$ cat config.mk
export PLATFORM = sky130hd
export DESIGN_NAME = thb_ctrl
export DESIGN_NICKNAME = d
export VERILOG_FILES = /design/src/design/thb_pkg.sv /design/src/design/thb_ctrl.sv
export SDC_FILE = /design/constraint.sdc
export NUM_CORES = 1
export LEC_CHECK = 0
export BUFFER_PORTS_ARGS = -buffer_cell sky130_fd_sc_hd__buf_2
export CORE_AREA = 2 2 39 41
export CTS_BUF_LIST = sky130_fd_sc_hd__clkbuf_2 sky130_fd_sc_hd__clkbuf_4 sky130_fd_sc_hd__clkbuf_8
export DETAILED_ROUTE_END_ITERATION = 7
export DIE_AREA = 0 0 41 43
export MAX_ROUTING_LAYER = met4
export SYNTH_ARGS = -nofsm -noshare
export SYNTH_HDL_FRONTEND = slang
export SYNTH_SLANG_ARGS = --single-unit
$ cat constraint.sdc
create_clock -name clk_i -period 1.4 [get_ports clk_i]
set_input_delay 0.07 -clock clk_i [delete_from_list [all_inputs] [get_ports clk_i]]
set_output_delay 0.07 -clock clk_i [all_outputs]
set_load 0.01 [all_outputs]
$ cat src/design/thb_pkg.sv
// Shared types and constants for the threshold-binned histogram unit.
// Holds command codes, payload structs and the controller/datapath interface.
// No dependencies.
package thb_pkg;

  localparam int unsigned MaxBinsDefault    = 64;
  localparam int unsigned CountWidthDefault = 32;
  localparam int unsigned ValueWidth        = 64;
  localparam int unsigned IndexWidth        = 6;
  localparam int unsigned OutCountWidth     = 32;
  localparam int unsigned BinsRegWidth      = 7;
  localparam int unsigned PaddrWidth        = 3;
  localparam int unsigned PdataWidth        = 32;

  // register indexes on the configuration port
  localparam logic [0:0] RegBinsInUse = 1'b0;

  typedef enum logic [1:0] {
    CMD_PIXEL,
    CMD_LOAD,
    CMD_READ,
    CMD_CLEAR
  } cmd_e;

  typedef struct packed {
    cmd_e                    cmd;
    logic [ValueWidth-1:0]   value;
    logic [IndexWidth-1:0]   bin_index;
  } req_t;

  typedef struct packed {
    logic                     binned;
    logic [IndexWidth-1:0]    hit_bin;
    logic [OutCountWidth-1:0] bin_count;
    logic                     load_error;
  } res_t;

  typedef enum logic [2:0] {
    EMIT_NONE,
    EMIT_ZERO,
    EMIT_PIXEL,
    EMIT_LOAD,
    EMIT_READ
  } emit_e;

  // controller to datapath
  typedef struct packed {
    logic  capture;
    logic  ptr_inc;
    logic  bin_take;
    logic  bin_prev;
    logic  clr_counts;
    emit_e emit;
  } ctrl_t;

  // datapath to controller
  typedef struct packed {
    logic n_zero;
    logic first;
    logic last;
    logic le;
  } stat_t;

endpackage

$ cat src/design/thb_ctrl.sv
// Controller state machine of the threshold-binned histogram unit.
// Sequences the threshold scan, counter update, load, read and clear.
// Depends on thb_pkg.
module thb_ctrl (
  input  logic            clk_i,
  input  logic            rst_ni,
  input  logic            start_i,
  input  thb_pkg::cmd_e   cmd_i,
  input  thb_pkg::stat_t  stat_i,
  output thb_pkg::ctrl_t  ctrl_o,
  output logic            busy_o
);

  typedef enum logic [2:0] {
    S_IDLE,
    S_SCAN,
    S_COUNT,
    S_LOAD,
    S_READ,
    S_CLEAR
  } state_e;

  state_e state_q, state_d;
  logic   busy_q;

  always_comb begin
    ctrl_o  = '0;
    ctrl_o.emit = thb_pkg::EMIT_NONE;
    state_d = state_q;
    case (state_q)
      S_IDLE: begin
        if (start_i) begin
          ctrl_o.capture = 1'b1;
          case (cmd_i)
            thb_pkg::CMD_PIXEL: state_d = S_SCAN;
            thb_pkg::CMD_LOAD:  state_d = S_LOAD;
            thb_pkg::CMD_READ:  state_d = S_READ;
            thb_pkg::CMD_CLEAR: state_d = S_CLEAR;
            default:            state_d = S_IDLE;
          endcase
        end
      end
      S_SCAN: begin
        // at or below the lowest threshold, or empty table: not counted
        if (stat_i.n_zero || (stat_i.first && stat_i.le)) begin
          ctrl_o.emit = thb_pkg::EMIT_ZERO;
          state_d     = S_IDLE;
        end else if (stat_i.le) begin
          ctrl_o.bin_take = 1'b1;
          ctrl_o.bin_prev = 1'b1;
          state_d         = S_COUNT;
        end else if (stat_i.last) begin
          ctrl_o.bin_take = 1'b1;
          state_d         = S_COUNT;
        end else begin
          ctrl_o.ptr_inc = 1'b1;
        end
      end
      S_COUNT: begin
        ctrl_o.emit = thb_pkg::EMIT_PIXEL;
        state_d     = S_IDLE;
      end
      S_LOAD: begin
        ctrl_o.emit = thb_pkg::EMIT_LOAD;
        state_d     = S_IDLE;
      end
      S_READ: begin
        ctrl_o.emit = thb_pkg::EMIT_READ;
        state_d     = S_IDLE;
      end
      S_CLEAR: begin
        ctrl_o.emit       = thb_pkg::EMIT_ZERO;
        ctrl_o.clr_counts = 1'b1;
        state_d           = S_IDLE;
      end
      default: state_d = S_IDLE;
    endcase
  end

  always_ff @(posedge clk_i or negedge rst_ni) begin
    if (!rst_ni) begin
      state_q <= S_IDLE;
      busy_q  <= 1'b0;
    end else begin
      state_q <= state_d;
      busy_q  <= (state_d != S_IDLE);
    end
  end

  assign busy_o = busy_q;

endmodule

==> reports/qor.yml, run 1 <==
cts:
  clkTransAtPathRegs_ns: 0.03
  cts_root_buffer: "clkbuf_4"
  cts_max_level: 1
  cts_made_buffers: 3
  cts_buffer_depth: 2
  cts_tree: "yes"
  clock_sinks: 4
  clk_latency_ns: 0.24
floorplan:
  row_count: 14
  die-area_um2: 1760
  ios: 18
  dieWidth_um: 41
  die_y_um: 43
  start_util_pct: 17.8
  placeableCoreArea_um2: 1380
timing:
  relSlewSlack_pct: 85.6
  period_needed_ns: 1.53
  fin_skew_ns: 0.0102
  maxSlewViolCount: 0
  finalCritPeriodShare_pct: 110
  fin_ws_ns: -0.134
  rsz0062_at_grt: "yes"
  hold_violations: 0
  tightest_slew_ns: 0.215
  max_freq_mhz: 652
  setup_viol: 6
worst_setup_path:
  worstSetupStartpointType: "register"
  arrival_ns: 1.46
  path_class: "register to output pin"
  end_kind: "output pin"
  critPathMaxFanout: 4
  reg2regPathDepth: 3
  critPathRequiredTime_ns: 1.33
placed_design:
  place_inst: 59
  place_ws_ns: -0.0378
  io_buffer_count: 17
  routabilityCongestion: 0.692
drt:
  wl_um: 678
  num_vias: 296
  drc: 0
  drtIter0Drc: 4
  routedWlPerCell_um: 10.3
  firstDrtPassIters: 4
  viasPerCell: 4.48
  ant_nets: 0
synth:
  yosysSeqAreaShare_pct: 40.6
  ys_top_cells_by_area: "dfrtp_1 41%, or4b_1 8.1%, o32ai_2 6.6%, nor3b_1 6.1%, and2_1 5.1%"
  syn_inst: 24
  synth_top_area_share_pct: 40.6
  syn_area_per_cell_um2: 10.3
  synth.cell_area_um2: 246
  syn_nets: 33
  ys_ff_latch: 4
  yosysWarnings: 0
  yosysUniqueCellTypes: 16
  yosys.area.top_type: "dfrtp_1"
global_routing:
  gr-usage-met2_pct: 12.5
  antenna_found_initial: 0
  grt_max_degree: 7
  grt_usage_pct: 9.51
  met1_usage_pct: 12.1
  grt_pass1_wl_um: 1110
  grt_overflow: 0
  met3_usage_pct: 4.71
  busiest_layer: "met2"
  grt_pass1_vias: 293
min_path:
  min_path_type: "input port to register"
  whs_path_depth: 2
power:
  p_leak_nw: 0.240
  pwr_density_cell_nw_per_um2: 934
  peakVddDrop_v: 0.000565
  p_total_mw: 0.434
layout:
  areaGrowthSynthToFinish_pct: 88.3
  layout_commonest_cell: "buf_2"
  layout_common_cells: "16 x buf_2, 5 x buf_4, 4 x dfrtp_1, 3 x clkbuf_4"
  fin_nets: 61
  drive_gt1_share_pct: 68.0
  final_cells: 66
  diodes: 0
  fin_util_pct: 33.5
  nFillCells: 143
status:
  status: "complete, but fails checks"
  violations: "setup timing"
flow_run:
  drv_cap: 0
cell type report:
class	instances	area, µm²	share of cell area (%)
clock buffer	3	22.5	4.85
timing repair buffer	24	150	32.3
multi-input combinational	18	168	36.1
inverter	1	3.75	0.809
tap	16	20.0	4.31
sequential	4	100	21.6
Yosys cell counts:
library cell  count
or4b_1            2
and3b_1           1
nor2_1            1
o41a_1            1
nor2b_1           2
o32ai_1           1
nor3_1            2
and2_1            2
a21boi_0          1
o32ai_2           1
o21ai_0           1
nor3b_1           2
buf_2             1
inv_1             1
nand2b_1          1
dfrtp_1           4
path summary, 6_finish.rpt:
check | slack [ns] | from | to
setup reg to reg | -0.04 | state_q[1]$_DFF_PN0_ | state_q[1]$_DFF_PN0_
min in group asynchronous | 0.16 | rst_ni | busy_o$_DFF_PN0_
max in group asynchronous | 1.11 | rst_ni | state_q[2]$_DFF_PN0_
hold reg to reg | 0.73 | state_q[1]$_DFF_PN0_ | state_q[0]$_DFF_PN0_
hold / removal | 0.07 | cmd_i[1] | state_q[2]$_DFF_PN0_
setup / recovery | -0.13 | state_q[1]$_DFF_PN0_ | ctrl_o[4]
power by group:
part | switching, mW | total [mW] | internal, mW | leakage [nW]
Clock | 0.0502 | 0.146 | 0.0960 | 0.0138
Sequential | 0.00834 | 0.139 | 0.130 | 0.0523
Combinational | 0.0662 | 0.149 | 0.0827 | 0.174
Total | 0.125 | 0.434 | 0.309 | 0.240
flip-flops by register name, indices dropped and copies added (netlist names):
name	cells
state_q	3
busy_o	1
cells by family (layout without fill, tap and decap cells):
group / count (synthesis) / count (layout) / share of synthesized area, %
flops: 4 / 4 / 40.6
buf+inv: 2 / 28 / 3.55
compound gates: 5 / 5 / 19.8
simple gates: 13 / 13 / 36.0
routing by layer:
metal / up-vias / wire length, µm
met4: 0 / 10
li1: 143 / -
met3: 2 / 82
met5: - / 0
met1: 135 / 280
met2: 16 / 305
critical path, cell delays in order, from the launching register on:
cell     delay [ns]
dfrtp_1        0.37
or4b_4         0.56
nor3b_2        0.16
buf_2          0.14
metrics by stage:
step | hold slack (ns) | cell area (µm²) | setup TNS, ns
after global placement | -0.123 | 379 | -0.0261
after global routing | 0.0741 | 464 | -0.860
after floorplan | -0.226 | 256 | 0
after CTS | 0.0592 | 464 | -0.684
final | 0.0675 | 464 | -0.541
after detailed placement | -0.122 | 379 | -0.0991
what timing repair did:
item / in CTS / in global routing
hold buffers: 1 / 0
pin swaps: 4 / 1
gates resized for setup: 7 / 0
setup endpoints to repair: 5 / 8
setup buffers: 3 / 0
cloned: 0 / 0
endpoints found under the hold margin: 4 / 0
(Power assumes the default switching activity.)
==> run 2, diff against run 1 <==
- SETUP_SLACK_MARGIN: unset -> 0.2
==> run 2 against run 1 <==
The flow still finishes with violations (setup timing). Critical path depth is 1 higher. Combinational power hardly changed. Final area is 5.7% higher. Power is 0.20% higher. Cell count is 1.5% higher. Highest routed layer is now met3.
==> reports/qor.yml, run 2 (synthesized netlist as in run 1, its figures left out) <==
status:
  status: "complete, but fails checks"
  violations: "setup timing"
layout:
  layout_common_cells: "17 x buf_2, 4 x dfrtp_1, 4 x buf_4, 3 x clkbuf_4, 3 x buf_6"
  layout_commonest_cell: "buf_2"
  largest_register: "state_q"
  register_area_um2: 100  # unchanged
  areaGrowthSynthToFinish_pct: 99.0
  multi_input_area_um2: 185  # +10%
  diodes: 0  # unchanged
  fin_nets: 62  # +1.6%
  largest_reg_flops: 3  # unchanged
  drive_gt1_share_pct: 68.6  # +0.63 points
  nFillCells: 157  # +9.8%
cts:
  cts_made_buffers: 3  # unchanged
  clock_sinks: 4  # unchanged
  clk_latency_ns: 0.24  # about the same
  cts_tree: "yes"
  cts_buffer_depth: 2  # unchanged
  clkTransAtPathRegs_ns: 0.04  # about the same
  cts_max_level: 1  # unchanged
  cts_root_buffer: "clkbuf_4"
power:
  p_sw_mw: 0.126  # +0.97%
  clkPwrFrac_pct: 33.4  # -0.3 points
  peakVddDrop_v: 0.000368  # -35%
  p_sw_share_pct: 29.0  # +0.22 points
  p_int_mw: 0.309  # -0.11%
  p_total_mw: 0.435  # +0.20%
  pwr-share-seq_pct: 31.5  # -0.4 points
  p_leak_nw: 0.254  # +5.6%
  pwr-share-comb_pct: 35.1  # +0.8 points
  pwr_density_cell_nw_per_um2: 886  # -5.2%
worst_setup_path:
  r2r-start: "state_q[1]$_DFF_PN0_"
  end_kind: "output pin"
  rr_endpoint: "state_q[0]$_DFF_PN0_"
  r2r_slack_ns: -0.11  # -0.07 ns
  arrival_ns: 1.58  # +0.12 ns
  path_class: "register to output pin"
  worstSetupStartpointType: "register"
  critPathMaxFanout: 4  # unchanged
  reg2regPathDepth: 4  # +1
  critPathRequiredTime_ns: 1.33  # about the same
floorplan:
  row_count: 14  # unchanged
  die_y_um: 43  # unchanged
  ios: 18  # unchanged
  placeableCoreArea_um2: 1380  # unchanged
  dieWidth_um: 41  # unchanged
  start_util_pct: 17.8  # unchanged
  die-area_um2: 1760  # unchanged
drt:
  drtIter0Drc: 1  # -3
  wl_um: 659  # -2.8%
  ant_nets: 0  # unchanged
  viasPerCell: 4.27  # -4.8%
  num_vias: 286  # -3.4%
  drc: 0  # unchanged
  routedWlPerCell_um: 9.84  # -4.3%
  firstDrtPassIters: 2  # -2
timing:
  hold_violations: 0  # unchanged
  rsz0062_at_grt: "yes"
  tightest_slew_ns: 0.303  # +0.0885 ns
  maxSlewViolCount: 0  # unchanged
  finalCritPeriodShare_pct: 118  # +8.3 points
  fin_ws_ns: -0.250  # -0.117 ns
  period_needed_ns: 1.65  # +0.117 ns
  max_freq_mhz: 606  # -7.1%
  relSlewSlack_pct: 79.7  # -5.9 points
  whs_ns: 0.0727  # +0.00522 ns
  fin_skew_ns: 0.00392  # -0.00625 ns
  setup_viol: 7  # +1
global_routing:
  grt_overflow: 0  # unchanged
  grt_pass1_wl_um: 1090  # -1.8%
  grt_max_degree: 6  # -1
  antenna_found_initial: 0  # unchanged
  grt_pass1_vias: 285  # -2.7%
  grt_usage_pct: 10.1  # +0.63 points
flow_run:
  drv_cap: 0  # unchanged
placed_design:
  place_ws_ns: -0.0206  # +0.0172 ns
  dpl.hpwl_um: 500
  routabilityCongestion: 0.704  # +1.8%
  io_buffer_count: 17  # unchanged
min_path:
  whs_path_depth: 2  # unchanged
  min_path_type: "input port to register"
  worstHoldEndpoint: "state_q[2]$_DFF_PN0_"
  hold_path_startpoint: "cmd_i[1]"
==> run 2: power groups by stage <==
stage	sequential (mW)	clock [mW]	combinational, mW
6_report	0.137	0.145	0.152
4_1_cts	0.137	0.155	0.150
3_5_place_dp	0.138	0	0.128
5_1_grt	0.139	0.174	0.167
3_3_place_gp	0.138	0	0.126
2_1_floorplan	0.144	0	0.0637
==> run 2: stage by stage <==
step | std cells | instance area (µm²) | TNS, ns | util [%]
CTS | 67 | 482 | -1.09 | 34.8
global route | 67 | 490 | -1.50 | 35.4
detailed placement | 60 | 412 | -0.0206 | 29.7
finish | 67 | 490 | -1.08 | 35.4
global placement | 60 | 412 | -0.0153 | 29.7
floorplan | 24 | 288 | 0 | -
==> run 2: how the worst max path moves through the flow <==
stage	start	endpoint	slack [ns]	cells after the start
after floorplan	state_q[1]$_DFF_PN0_	ctrl_o[4]	0.05	3
after global placement	state_q[1]$_DFF_PN0_	ctrl_o[4]	-0.02	4
after detailed placement	state_q[1]$_DFF_PN0_	ctrl_o[4]	-0.02	4
after CTS	state_q[1]$_DFF_PN0_	ctrl_o[4]	-0.25	4
after global routing	state_q[1]$_DFF_PN0_	ctrl_o[4]	-0.31	4
final	state_q[1]$_DFF_PN0_	ctrl_o[4]	-0.25	4
==> run 2: final cells by class <==
type | count | share of cell area [%]
inverters | 1 | 0.765
clock buffers | 3 | 4.59
repair buffers | 25 | 32.4
well taps | 16 | 4.08
flip-flops and latches | 4 | 20.4
multi-input cells | 18 | 37.8
==> run 2: critical path, cell delays in order, from the launching register on <==
cell	delay [ns]
dfrtp_1	0.38
or4b_4	0.52
buf_6	0.15
nor3b_4	0.15
buf_2	0.15
==> run 2: repair_timing <==
item | in CTS | in global routing
hold buffers | 1 | 0
resized for setup | 5 | 2
buffers inserted | 3 | 0
pin swaps | 3 | 1
endpoints found under the setup margin | 9 | 12
endpoints found under the hold margin | 4 | 0
==> run 2: per-layer routing <==
| metal | vias up | share of wire, % | GRT usage [%] |
|---|---|---|---|
| met5 | - | 0 | - |
| met4 | 0 | 0 | 8.00 |
| met3 | 0 | 8.0 | 4.71 |
| met2 | 11 | 51 | 14.4 |
| met1 | 130 | 41 | 10.2 |
| li1 | 145 | - | - |
